`src/assert_macros.svh`:
```
// ----------------------------------------------------------------------------
// Assertion macros
// Shared concurrent assertion wrappers, clocked on clk_i and disabled in reset.
// ----------------------------------------------------------------------------
`ifndef ASSERT_MACROS_SVH
`define ASSERT_MACROS_SVH

// Checks a property at every rising clock edge outside reset.
`define TCS_ASSERT(lbl, prop, msg) \
  lbl: assert property (@(posedge clk_i) disable iff (!rst_ni) (prop)) else $error(msg);

// Checks that a condition never holds outside reset.
`define TCS_ASSERT_NEVER(lbl, cond, msg) \
  `TCS_ASSERT(lbl, !(cond), msg)

`endif

```
`src/tcs_pkg.sv`:
```
// ----------------------------------------------------------------------------
// Turntable capture sequencer package
// Field widths, action and register codes, control structs and decode helpers.
// ----------------------------------------------------------------------------
package tcs_pkg;

  localparam int ACT_W      = 2;
  localparam int FC_W       = 13;
  localparam int DLY_W      = 15;
  localparam int CODE_W     = 5;
  localparam int STEP_OUT_W = 12;
  localparam int PINS_W     = 3;
  localparam int CFG_IDX_W  = 2;
  localparam int CFG_DATA_W = 15;
  localparam int OUT_DATA_W = 31;

  // Action codes carried with each input item.
  localparam logic [ACT_W-1:0] ACT_TICK  = 2'd0;
  localparam logic [ACT_W-1:0] ACT_START = 2'd1;
  localparam logic [ACT_W-1:0] ACT_STOP  = 2'd2;

  // Configuration register indexes.
  localparam logic [CFG_IDX_W-1:0] CFG_FRAME_COUNT = 2'd0;
  localparam logic [CFG_IDX_W-1:0] CFG_SETTLE      = 2'd1;
  localparam logic [CFG_IDX_W-1:0] CFG_POST        = 2'd2;
  localparam logic [CFG_IDX_W-1:0] CFG_MICROSTEP   = 2'd3;

  localparam logic [FC_W-1:0]       FC_RESET     = 13'd1;
  localparam logic [DLY_W-1:0]      SETTLE_RESET = 15'd500;
  localparam logic [DLY_W-1:0]      POST_RESET   = 15'd1500;
  localparam logic [CODE_W-1:0]     CODE_RESET   = 5'd8;
  localparam logic [DLY_W-1:0]      DELAY_LIMIT  = 15'd20000;
  localparam logic [DLY_W-1:0]      ELAPSED_MAX  = 15'h7fff;
  localparam logic [STEP_OUT_W-1:0] STEP_OUT_MAX = 12'hfff;

  // Bit positions of the result fields inside the output data word.
  localparam int OB_SHUTTER = 0;
  localparam int OB_MOVE    = 1;
  localparam int OB_STEPS   = 2;
  localparam int OB_ACTIVE  = 14;
  localparam int OB_FRAMES  = 15;
  localparam int OB_PINS    = 28;

  typedef struct packed {
    logic capture;
    logic mul;
    logic load;
    logic iter;
    logic commit;
  } cmd_t;

  typedef struct packed {
    logic need_div;
    logic out_busy;
  } status_t;

  // Log2 of the microstep divisor; unsupported codes act as eighth steps.
  function automatic logic [2:0] micro_shift(input logic [CODE_W-1:0] code);
    logic [2:0] sh;
    case (code)
      5'd1:    sh = 3'd0;
      5'd2:    sh = 3'd1;
      5'd4:    sh = 3'd2;
      5'd16:   sh = 3'd4;
      default: sh = 3'd3;
    endcase
    return sh;
  endfunction

  function automatic logic [PINS_W-1:0] micro_pins(input logic [CODE_W-1:0] code);
    logic [PINS_W-1:0] pins;
    case (code)
      5'd1:    pins = 3'd0;
      5'd2:    pins = 3'd1;
      5'd4:    pins = 3'd2;
      5'd16:   pins = 3'd7;
      default: pins = 3'd3;
    endcase
    return pins;
  endfunction

endpackage

```
`src/tcs_ctrl.sv`:
```
// ----------------------------------------------------------------------------
// Turntable capture sequencer controller
// Accepts items, sequences the target divider and commits each result.
// ----------------------------------------------------------------------------
`include "assert_macros.svh"

module tcs_ctrl #(
  parameter int QUO_W = 12
) (
  input  logic             clk_i,
  input  logic             rst_ni,
  input  logic             in_tvalid_i,
  output logic             in_tready_o,
  input  tcs_pkg::status_t status_i,
  output tcs_pkg::cmd_t    cmd_o
);

  localparam int CNT_W = $clog2(QUO_W);

  typedef enum logic [2:0] {
    ST_IDLE,
    ST_EVAL,
    ST_MUL,
    ST_LOAD,
    ST_DIV,
    ST_DONE
  } state_e;

  state_e             state_q;
  logic [CNT_W-1:0]   cnt_q;

  always_comb begin
    cmd_o         = '0;
    cmd_o.capture = (state_q == ST_IDLE) && in_tvalid_i;
    cmd_o.mul     = (state_q == ST_EVAL) && status_i.need_div;
    cmd_o.load    = (state_q == ST_LOAD);
    cmd_o.iter    = (state_q == ST_DIV);
    cmd_o.commit  = ((state_q == ST_EVAL && !status_i.need_div) || state_q == ST_DONE)
                    && !status_i.out_busy;
  end

  assign in_tready_o = (state_q == ST_IDLE);

  always_ff @(posedge clk_i or negedge rst_ni) begin
    if (!rst_ni) begin
      state_q <= ST_IDLE;
      cnt_q   <= '0;
    end else begin
      case (state_q)
        ST_IDLE: begin
          if (in_tvalid_i) state_q <= ST_EVAL;
        end
        ST_EVAL: begin
          if (status_i.need_div) begin
            state_q <= ST_MUL;
          end else if (!status_i.out_busy) begin
            state_q <= ST_IDLE;
          end
        end
        ST_MUL: begin
          state_q <= ST_LOAD;
        end
        ST_LOAD: begin
          cnt_q   <= CNT_W'(QUO_W - 1);
          state_q <= ST_DIV;
        end
        ST_DIV: begin
          cnt_q <= cnt_q - 1'b1;
          if (cnt_q == '0) state_q <= ST_DONE;
        end
        ST_DONE: begin
          if (!status_i.out_busy) state_q <= ST_IDLE;
        end
        default: begin
          state_q <= ST_IDLE;
        end
      endcase
    end
  end

  `TCS_ASSERT(a_commit_free, cmd_o.commit |-> !status_i.out_busy, "commit into occupied result register")
  `TCS_ASSERT(a_accept_busy, (in_tvalid_i && in_tready_o) |=> !in_tready_o, "item accepted while busy")

endmodule

```
`src/tcs_datapath.sv`:
```
// ----------------------------------------------------------------------------
// Turntable capture sequencer datapath
// Configuration, sequence state, target divider and the result register.
// ----------------------------------------------------------------------------
`include "assert_macros.svh"

module tcs_datapath #(
  parameter int HOLD_TICKS         = 60,
  parameter int MIN_MOVE_TICKS     = 20,
  parameter int FULL_STEPS_PER_REV = 200,
  parameter int MAX_FRAMES         = 4096,
  parameter int QUO_W              = 12
) (
  input  logic                                clk_i,
  input  logic                                rst_ni,
  input  logic                                cfg_valid_i,
  input  logic [tcs_pkg::CFG_IDX_W-1:0]       cfg_index_i,
  input  logic [tcs_pkg::CFG_DATA_W-1:0]      cfg_data_i,
  input  logic [tcs_pkg::ACT_W-1:0]           item_action_i,
  input  logic                                item_running_i,
  input  logic                                out_tready_i,
  output logic                                out_tvalid_o,
  output logic [tcs_pkg::OUT_DATA_W-1:0]      out_tdata_o,
  output logic                                out_tlast_o,
  input  tcs_pkg::cmd_t                       cmd_i,
  output tcs_pkg::status_t                    status_o
);

  localparam int FULL_W = $clog2(FULL_STEPS_PER_REV + 1);
  localparam int PROD_W = FULL_W + tcs_pkg::FC_W;
  localparam int NUM_W  = PROD_W + 6;
  localparam int DEN_W  = tcs_pkg::FC_W + QUO_W;
  localparam int DIV_W  = (NUM_W > DEN_W) ? NUM_W : DEN_W;
  localparam int DIFF_W = (QUO_W > tcs_pkg::STEP_OUT_W) ? QUO_W : tcs_pkg::STEP_OUT_W;

  localparam logic [FULL_W-1:0]             FULL_STEPS = FULL_W'(FULL_STEPS_PER_REV);
  localparam logic [tcs_pkg::DLY_W-1:0]     HOLD_LIM   = tcs_pkg::DLY_W'(HOLD_TICKS);
  localparam logic [tcs_pkg::DLY_W-1:0]     MOVE_LIM   = tcs_pkg::DLY_W'(MIN_MOVE_TICKS);

  typedef enum logic [2:0] {
    PH_IDLE,
    PH_SETTLE,
    PH_HOLD,
    PH_POST,
    PH_MOVE
  } phase_e;

  // Configuration registers.
  logic [tcs_pkg::FC_W-1:0]   fc_q;
  logic [tcs_pkg::DLY_W-1:0]  settle_q;
  logic [tcs_pkg::DLY_W-1:0]  post_q;
  logic [tcs_pkg::CODE_W-1:0] code_q;

  // Sequence state.
  phase_e                     phase_q, phase_d;
  logic [tcs_pkg::DLY_W-1:0]  el_q, el_d, el_inc;
  logic [tcs_pkg::FC_W-1:0]   fi_q, fi_d;
  logic [QUO_W-1:0]           st_q, st_d;
  logic                       sh_q, sh_d;

  // Captured item.
  logic [tcs_pkg::ACT_W-1:0]  act_q;
  logic                       run_q;

  // Divider.
  logic [PROD_W-1:0]          prod_q;
  logic [DIV_W-1:0]           rem_q;
  logic [DIV_W-1:0]           den_q;
  logic [QUO_W-1:0]           quo_q;
  logic [3:0]                 num_shift;
  logic                       rem_ge;

  // Result register.
  logic                       out_valid_q;
  logic [tcs_pkg::OUT_DATA_W-1:0] out_data_q;
  logic                       out_last_q;
  logic                       out_move;
  logic                       out_active;

  logic                             mv_valid, done;
  logic [tcs_pkg::STEP_OUT_W-1:0]   mv_steps;
  logic [DIFF_W-1:0]                diff;
  logic [tcs_pkg::DLY_W-1:0]        cfg_dly;

  assign cfg_dly = (cfg_data_i > tcs_pkg::DELAY_LIMIT) ? tcs_pkg::DELAY_LIMIT : cfg_data_i;

  always_ff @(posedge clk_i or negedge rst_ni) begin
    if (!rst_ni) begin
      fc_q     <= tcs_pkg::FC_RESET;
      settle_q <= tcs_pkg::SETTLE_RESET;
      post_q   <= tcs_pkg::POST_RESET;
      code_q   <= tcs_pkg::CODE_RESET;
    end else if (cfg_valid_i) begin
      case (cfg_index_i)
        tcs_pkg::CFG_FRAME_COUNT: begin
          if (32'(cfg_data_i[tcs_pkg::FC_W-1:0]) > MAX_FRAMES) begin
            fc_q <= tcs_pkg::FC_W'(MAX_FRAMES);
          end else begin
            fc_q <= cfg_data_i[tcs_pkg::FC_W-1:0];
          end
        end
        tcs_pkg::CFG_SETTLE:    settle_q <= cfg_dly;
        tcs_pkg::CFG_POST:      post_q   <= cfg_dly;
        tcs_pkg::CFG_MICROSTEP: code_q   <= cfg_data_i[tcs_pkg::CODE_W-1:0];
        default: ;
      endcase
    end
  end

  assign el_inc = (el_q != tcs_pkg::ELAPSED_MAX) ? el_q + 1'b1 : el_q;

  assign status_o.need_div = (act_q == tcs_pkg::ACT_TICK) && (phase_q == PH_POST) &&
                             (el_inc >= post_q) && (fi_q < fc_q);
  assign status_o.out_busy = out_valid_q && !out_tready_i;

  // The move length comes from the divider quotient, the rounded target.
  assign diff = DIFF_W'(quo_q) - DIFF_W'(st_q);

  always_comb begin
    phase_d  = phase_q;
    el_d     = el_q;
    fi_d     = fi_q;
    st_d     = st_q;
    sh_d     = sh_q;
    mv_valid = 1'b0;
    mv_steps = '0;
    done     = 1'b0;
    case (act_q)
      tcs_pkg::ACT_START: begin
        if (fc_q != '0) begin
          fi_d    = '0;
          st_d    = '0;
          el_d    = '0;
          phase_d = PH_SETTLE;
        end
      end
      tcs_pkg::ACT_STOP: begin
        phase_d = PH_IDLE;
        sh_d    = 1'b0;
      end
      tcs_pkg::ACT_TICK: begin
        if (phase_q != PH_IDLE) begin
          el_d = el_inc;
          case (phase_q)
            PH_SETTLE: begin
              if (el_inc >= settle_q) begin
                sh_d    = 1'b1;
                el_d    = '0;
                phase_d = PH_HOLD;
              end
            end
            PH_HOLD: begin
              if (el_inc >= HOLD_LIM) begin
                sh_d    = 1'b0;
                if (fi_q != '1) fi_d = fi_q + 1'b1;
                el_d    = '0;
                phase_d = PH_POST;
              end
            end
            PH_POST: begin
              if (el_inc >= post_q) begin
                if (fi_q >= fc_q) begin
                  phase_d = PH_IDLE;
                  done    = 1'b1;
                end else begin
                  if (quo_q > st_q) begin
                    mv_valid = 1'b1;
                    mv_steps = (diff > DIFF_W'(tcs_pkg::STEP_OUT_MAX)) ?
                               tcs_pkg::STEP_OUT_MAX : diff[tcs_pkg::STEP_OUT_W-1:0];
                  end
                  st_d    = quo_q;
                  el_d    = '0;
                  phase_d = PH_MOVE;
                end
              end
            end
            PH_MOVE: begin
              if (el_inc >= MOVE_LIM && !run_q) begin
                el_d    = '0;
                phase_d = PH_SETTLE;
              end
            end
            default: begin
              phase_d = PH_IDLE;
            end
          endcase
        end
      end
      default: ;
    endcase
  end

  always_ff @(posedge clk_i or negedge rst_ni) begin
    if (!rst_ni) begin
      phase_q <= PH_IDLE;
      el_q    <= '0;
      fi_q    <= '0;
      st_q    <= '0;
      sh_q    <= 1'b0;
    end else if (cmd_i.commit) begin
      phase_q <= phase_d;
      el_q    <= el_d;
      fi_q    <= fi_d;
      st_q    <= st_d;
      sh_q    <= sh_d;
    end
  end

  always_ff @(posedge clk_i) begin
    if (cmd_i.capture) begin
      act_q <= item_action_i;
      run_q <= item_running_i;
    end
  end

  // Target = floor((2*S*i + N) / (2*N)) with S = FULL_STEPS << shift.
  assign num_shift = {1'b0, tcs_pkg::micro_shift(code_q)} + 4'd1;
  assign rem_ge    = (rem_q >= den_q);

  always_ff @(posedge clk_i) begin
    if (cmd_i.mul) begin
      prod_q <= PROD_W'(FULL_STEPS) * PROD_W'(fi_q);
    end
    if (cmd_i.load) begin
      rem_q <= (DIV_W'(prod_q) << num_shift) + DIV_W'(fc_q);
      den_q <= DIV_W'({fc_q, 1'b0}) << (QUO_W - 1);
      quo_q <= '0;
    end else if (cmd_i.iter) begin
      if (rem_ge) rem_q <= rem_q - den_q;
      den_q <= den_q >> 1;
      quo_q <= {quo_q[QUO_W-2:0], rem_ge};
    end
  end

  always_ff @(posedge clk_i or negedge rst_ni) begin
    if (!rst_ni) begin
      out_valid_q <= 1'b0;
    end else if (cmd_i.commit) begin
      out_valid_q <= 1'b1;
    end else if (out_tready_i) begin
      out_valid_q <= 1'b0;
    end
  end

  always_ff @(posedge clk_i) begin
    if (cmd_i.commit) begin
      out_data_q <= {tcs_pkg::micro_pins(code_q), fi_d, (phase_d != PH_IDLE),
                     mv_steps, mv_valid, sh_d};
      out_last_q <= done;
    end
  end

  assign out_tvalid_o = out_valid_q;
  assign out_tdata_o  = out_data_q;
  assign out_tlast_o  = out_last_q;

  assign out_move   = out_data_q[tcs_pkg::OB_MOVE];
  assign out_active = out_data_q[tcs_pkg::OB_ACTIVE];

  `TCS_ASSERT(a_commit_shows, cmd_i.commit |=> out_tvalid_o, "committed result not presented")
  `TCS_ASSERT_NEVER(a_move_idle, out_tvalid_o && out_move && !out_active, "move outside a run")
  `TCS_ASSERT_NEVER(a_done_active, out_tvalid_o && out_tlast_o && out_active, "run end while active")

endmodule

```
`src/turntable_capture_sequencer_core.sv`:
```
// ----------------------------------------------------------------------------
// Turntable capture sequencer core
// Steps a photo turntable through settle, shutter hold, post wait and move.
// ----------------------------------------------------------------------------
//  channel   direction  handshake                      contents
//  s_axis    in         s_axis_tvalid / s_axis_tready  action, motion_running
//  m_axis    out        m_axis_tvalid / m_axis_tready  result fields, run_done
//  cfg       in         cfg_valid_i / cfg_ready_o      register index and data
//
// An item that issues no move passes from transfer through the evaluate state
// back to idle before the next possible transfer; one that ends a post wait with a
// move runs the shift-subtract target divider, one quotient bit a cycle.
// The result register lets a new item transfer while a result waits; a
// commit waits only while that register is still full and m_axis_tready is low.
// Reset is asynchronous and active low; configuration writes are always taken.
// ----------------------------------------------------------------------------
module turntable_capture_sequencer_core #(
  parameter int HOLD_TICKS         = 60,
  parameter int MIN_MOVE_TICKS     = 20,
  parameter int FULL_STEPS_PER_REV = 200,
  parameter int MAX_FRAMES         = 4096
) (
  input  logic                            clk_i,
  input  logic                            rst_ni,
  input  logic                            s_axis_tvalid,
  output logic                            s_axis_tready,
  input  logic [7:0]                      s_axis_tdata,  // [0] motion_running
  input  logic [tcs_pkg::ACT_W-1:0]       s_axis_tuser,  // [1:0] action
  output logic                            m_axis_tvalid,
  input  logic                            m_axis_tready,
  // [0] shutter_pressed, [1] move_valid, [13:2] move_steps, [14] run_active,
  // [27:15] frames_taken, [30:28] microstep_pins, [31] zero
  output logic [31:0]                     m_axis_tdata,
  output logic                            m_axis_tlast,  // run_done
  input  logic                            cfg_valid_i,
  output logic                            cfg_ready_o,
  input  logic [tcs_pkg::CFG_IDX_W-1:0]   cfg_index_i,
  input  logic [tcs_pkg::CFG_DATA_W-1:0]  cfg_data_i
);

  localparam int QUO_W = $clog2(FULL_STEPS_PER_REV * 16 + 1);

  tcs_pkg::cmd_t                  cmd;
  tcs_pkg::status_t               status;
  logic [tcs_pkg::OUT_DATA_W-1:0] out_data;

  assign cfg_ready_o  = 1'b1;
  assign m_axis_tdata = {1'b0, out_data};

  tcs_ctrl #(
    .QUO_W (QUO_W)
  ) u_ctrl (
    .clk_i       (clk_i),
    .rst_ni      (rst_ni),
    .in_tvalid_i (s_axis_tvalid),
    .in_tready_o (s_axis_tready),
    .status_i    (status),
    .cmd_o       (cmd)
  );

  tcs_datapath #(
    .HOLD_TICKS         (HOLD_TICKS),
    .MIN_MOVE_TICKS     (MIN_MOVE_TICKS),
    .FULL_STEPS_PER_REV (FULL_STEPS_PER_REV),
    .MAX_FRAMES         (MAX_FRAMES),
    .QUO_W              (QUO_W)
  ) u_datapath (
    .clk_i          (clk_i),
    .rst_ni         (rst_ni),
    .cfg_valid_i    (cfg_valid_i),
    .cfg_index_i    (cfg_index_i),
    .cfg_data_i     (cfg_data_i),
    .item_action_i  (s_axis_tuser),
    .item_running_i (s_axis_tdata[0]),
    .out_tready_i   (m_axis_tready),
    .out_tvalid_o   (m_axis_tvalid),
    .out_tdata_o    (out_data),
    .out_tlast_o    (m_axis_tlast),
    .cmd_i          (cmd),
    .status_o       (status)
  );

endmodule
```
`config.mk`:
```
export PLATFORM = sky130hd
export DESIGN_NAME = turntable_capture_sequencer_core
export DESIGN_NICKNAME = d
export VERILOG_FILES = /design/src/tcs_pkg.sv /design/src/tcs_ctrl.sv /design/src/tcs_datapath.sv /design/src/turntable_capture_sequencer_core.sv
export VERILOG_INCLUDE_DIRS = /design/src /design/src/src
export SDC_FILE = /design/constraint.sdc
export NUM_CORES = 1
export LEC_CHECK = 0
export BUFFER_PORTS_ARGS = -buffer_cell sky130_fd_sc_hd__buf_4
export CORE_MARGIN = 4
export CORE_UTILIZATION = 60
export DETAILED_ROUTE_END_ITERATION = 12
export MAX_ROUTING_LAYER = met4
export PLACE_DENSITY = 0.78
export SLEW_MARGIN = 20
export SYNTH_ARGS = -nofsm -noshare
export SYNTH_HDL_FRONTEND = slang
export SYNTH_SLANG_ARGS = --single-unit
```
`constraint.sdc`:
```
create_clock -name clk_i -period 6.6 [get_ports clk_i]
set_clock_uncertainty 0.15 [all_clocks]
set_input_delay 0 -clock clk_i [delete_from_list [all_inputs] [get_ports clk_i]]
set_output_delay 0 -clock clk_i [all_outputs]
set_load 0.01 [all_outputs]
```
==> results.txt <==
----------------------------------------------------
[Status]
  Status ... complete, no violations

[Pwr]
  Combinational Power Share ... 0.321
  Total chip power ... 4.68 mW
  Clock Power Share ... 0.301
  Total net switching power ... 1.63 mW
  Leakage power of the design ... 7.29 nW
  Fraction of power spent switching nets ... 0.349
  Power per cell area ... 280 nW/um^2
  Flop pwr share ... 0.378
  Worst IR Drop VDD ... 0.210 mV
  Internal power ... 3.05 mW

[Synthesis]
  Count of warnings emitted by yosys ... 0
  Mean area per synthesized cell ... 9.20 sq um
  Cell variety after synth ... 96
  Xor/xnor cell area share of the yosys netlist ... 0.0469
  Async SR Flop Fraction ... 0.461
  Sequential cell area fraction in the yosys report ... 0.389
  Register bit total from synthesis ... 217
  Synth area leader ... sky130_fd_sc_hd__edfxtp_1
  Syn Inst Count ... 1618
  Syn Nets ... 1785
  Number of flops mapped to enable cells by yosys ... 93
  Dominant combinational cell family by area after synthesis ... simple AND/OR/NAND/NOR gates
  Ys flop type ... sky130_fd_sc_hd__edfxtp_1
  Area contributors post-synth ... sky130_fd_sc_hd__edfxtp_1 19%, sky130_fd_sc_hd__dfrtp_1 14%, sky130_fd_sc_hd__ha_1 10%
  Basic-gate share of the synthesized area counting and, or, nand and nor cells ... 0.174
  Netlist area before placement ... 14900 sq um
  Compound-Gate Fraction of Synth Area ... 0.169
  Portion of netlist area occupied by mux cells ... 0.0462
  Share of the synthesized area in the top cell type ... 0.188
  Adder-Cell Fraction of Synth Area ... 0.121

[Detailed routing]
  Antenna-violating nets left ... 0
  Overall via count from detail_route ... 12300
  Avg WL per Cell ... 18.7 um
  Wirelength, routed ... 38100 um
  Via density per instance ... 6.04
  TritonRoute pass-1 iters ... 5
  Total DRC errors in the routed layout ... 0
  First-iteration detailed-routing DRC count ... 949

[Clocking]
  Clock tree from TritonCTS ... yes
  Clk slew on worst S/H paths ... 0.07 ns
  CTS Hold Buffers Added ... 34
  Buffer type at the clock tree root ... sky130_fd_sc_hd__clkbuf_16
  Number of H-tree levels ... 1
  Number of buffers added for setup after CTS ... 0
  Post-cts repair resize count ... 0
  Insertion delay to the later sink of the worst-skew pair ... 0.54 ns
  Maximum clock insertion buffer count ... 3
  Total CTS buffers ... 25
  Clock sink total ... 217

[Layout]
  Fraction of final layout cells with drive strength greater than 1 ... 0.113
  Leading cell type in the layout, fill and taps excluded ... sky130_fd_sc_hd__nand2_1
  Final-stage net count ... 1855
  Commonest cells after routing, fill and taps aside ... 241 x sky130_fd_sc_hd__nand2_1, 133 x sky130_fd_sc_hd__inv_1, 124 x sky130_fd_sc_hd__ha_1
  Filler cell count ... 1934
  Area growth syn-to-layout ... 12.4%

[Timing]
  Final critical-path required period ... 5.41 ns
  Slew at the pin closest to its max-slew limit ... 1.04 ns
  Max-slew violation count ... 0
  Total Neg Setup Slack ... 0 ns
  Crit share post-route ... 0.820
  Worst relative slew slack ... 0.304
  Total count of hold-check failures in the final report ... 0
  # setup viols final ... 0
  RSZ-0062 raised after global routing ... false
  Highest clock rate ... 185 MHz

[Global routing]
  Total global routing overflow ... 0
  Via count of the first global-routing pass ... 11800
  Wire length of the first global-routing pass ... 61500 um
  Global routing usage summed across all routing layers ... 0.289
  Initial antenna violation count ... 1
  Pin count of the biggest net entering global routing ... 67

[Critical path]
  CP Launch Type ... flop
  Critical path fanouts, max ... 22
  Endpoint required time on the critical path ... 6.71 ns
  CP arrival ... 5.52 ns
  CP Class ... flop to flop
  Crit. End Element ... flop

[Die]
  Chip Width ... 165 um
  CORE AREA ... 24400 sq um
  Floorplan die area ... 27400 sq um
  Starting Density ... 0.610
  Row count ... 57
  Vert. Die Dim ... 165 um
  Top Ports ... 68

[Place]
  Routability congestion estimate ... 0.982
  Final HPWL DP ... 27100 um
  Number of port buffers ... 58

[Job]
  Max-Cap Viols ... 0

[Worst hold path]
  Worst hold path class ... primary input to flop

----------------------------------------------------
-- cells by family (layout without fill, tap and decap cells) --
family          after synthesis  in the layout
compound gates              404            404
xor+xnor                     78             78
fa+ha+maj                   138            138
buf+inv                     194            283
flops                       217            217
mux                          47             47
other cells                   2              3
simple gates                538            538
-- worst max-delay path, stage by stage (launching register included) --
cell	delay [ns]
sky130_fd_sc_hd__dfrtp_1	0.43
sky130_fd_sc_hd__xor2_1	0.22
sky130_fd_sc_hd__o211ai_2	0.16
sky130_fd_sc_hd__buf_4	0.30
sky130_fd_sc_hd__ha_1	0.31
sky130_fd_sc_hd__xor2_2	0.68
sky130_fd_sc_hd__nor3_1	0.21
sky130_fd_sc_hd__ha_1	0.34
sky130_fd_sc_hd__a21o_1	0.15
sky130_fd_sc_hd__a21oi_1	0.24
sky130_fd_sc_hd__nor2b_1	0.08
sky130_fd_sc_hd__o21a_1	0.19
sky130_fd_sc_hd__o41ai_1	0.53
sky130_fd_sc_hd__o21ai_0	0.38
sky130_fd_sc_hd__nand3b_1	0.27
sky130_fd_sc_hd__nor3_1	0.12
sky130_fd_sc_hd__nand3_1	0.12
sky130_fd_sc_hd__xor2_1	0.15
sky130_fd_sc_hd__o22ai_1	0.09
-- final timing paths --
check,from,end,slack [ns],depth (start not counted)
setup / recovery,u_datapath.code_q[0],u_datapath.rem_q[26],1.19,18
setup reg to reg,u_datapath.code_q[0],u_datapath.rem_q[26],1.19,18
hold / removal,s_axis_tuser[0],u_datapath.act_q[0],0.02,2
max in group asynchronous,rst_ni,u_datapath.fi_q[4],5.05,4
min in group asynchronous,rst_ni,u_datapath.code_q[3],0.36,3
hold reg to reg,u_datapath.den_q[7],u_datapath.den_q[6],0.32,2
-- sequential cells by signal, summed over array words and instances (netlist names), 5 cells and up --
name,cells
u_datapath.code_q,5
u_datapath.den_q,25
u_datapath.el_q,15
u_datapath.fc_q,13
u_datapath.fi_q,13
u_datapath.out_tdata_o,31
u_datapath.post_q,15
u_datapath.prod_q,18
u_datapath.quo_q,12
u_datapath.rem_q,27
u_datapath.settle_q,15
u_datapath.st_q,12
-- through the flow --
stage / setup slack (ns) / instances / utilization / cell area (sq um) / hold slack [ns]
floorplan: 1.40 / 1618 / - / 14900 / -0.446
global placement: 1.41 / 1951 / 0.637 / 15500 / -0.164
detailed placement: 1.30 / 1951 / 0.637 / 15500 / -0.163
CTS: 1.27 / 2031 / 0.686 / 16700 / 0.00227
global route: 0.923 / 2032 / 0.686 / 16700 / 0.0321
finish: 1.19 / 2032 / 0.686 / 16700 / 0.0220
-- power by group through the flow --
stage	registers (mW)	clock network, mW	logic [mW]
2_1_floorplan	1.76	0	1.03
3_3_place_gp	1.78	0	1.42
3_5_place_dp	1.79	0	1.45
4_1_cts	1.77	1.42	1.49
5_1_grt	1.79	1.48	1.67
6_report	1.77	1.41	1.50
-- cell type report --
class	count	area [sq um]	area share
multi-input combinational	1207	8310	0.497
antenna	1	2.50	0.000150
clock inverter	10	62.6	0.00374
clock buffer	36	773	0.0462
tap	324	405	0.0242
sequential	217	5790	0.346
timing repair buffer	103	868	0.0519
inverter	134	503	0.0301
-- routing by layer --
metal / share of wire / track usage / routed length, um
met1: 0.45 / 0.404 / 17200
met2: 0.47 / 0.454 / 17800
met3: 0.050 / 0.0288 / 1890
met4: 0.031 / 0.0799 / 1170
met5: 0 / - / 0
-- synth_stat cells (all sizes together) (13+ instances only) --
library cell and instances:
edfxtp 93, mux4 13, inv 134, xor2 33, dfrtp 85, nand3 44, ha 124, nand4 15
mux2 16, a21o 32, nor2 87, nor3 27, buf 20, nand2b 23, a31oi 15, a21oi 115
mux2i 18, dfstp 15, o31ai 13, dfxtp 24, xnor2 45, nor2b 21, o21ai 132, o22ai 13
nand2 241, clkbuf 40
Note: power is estimated with default switching activity, not from simulation.
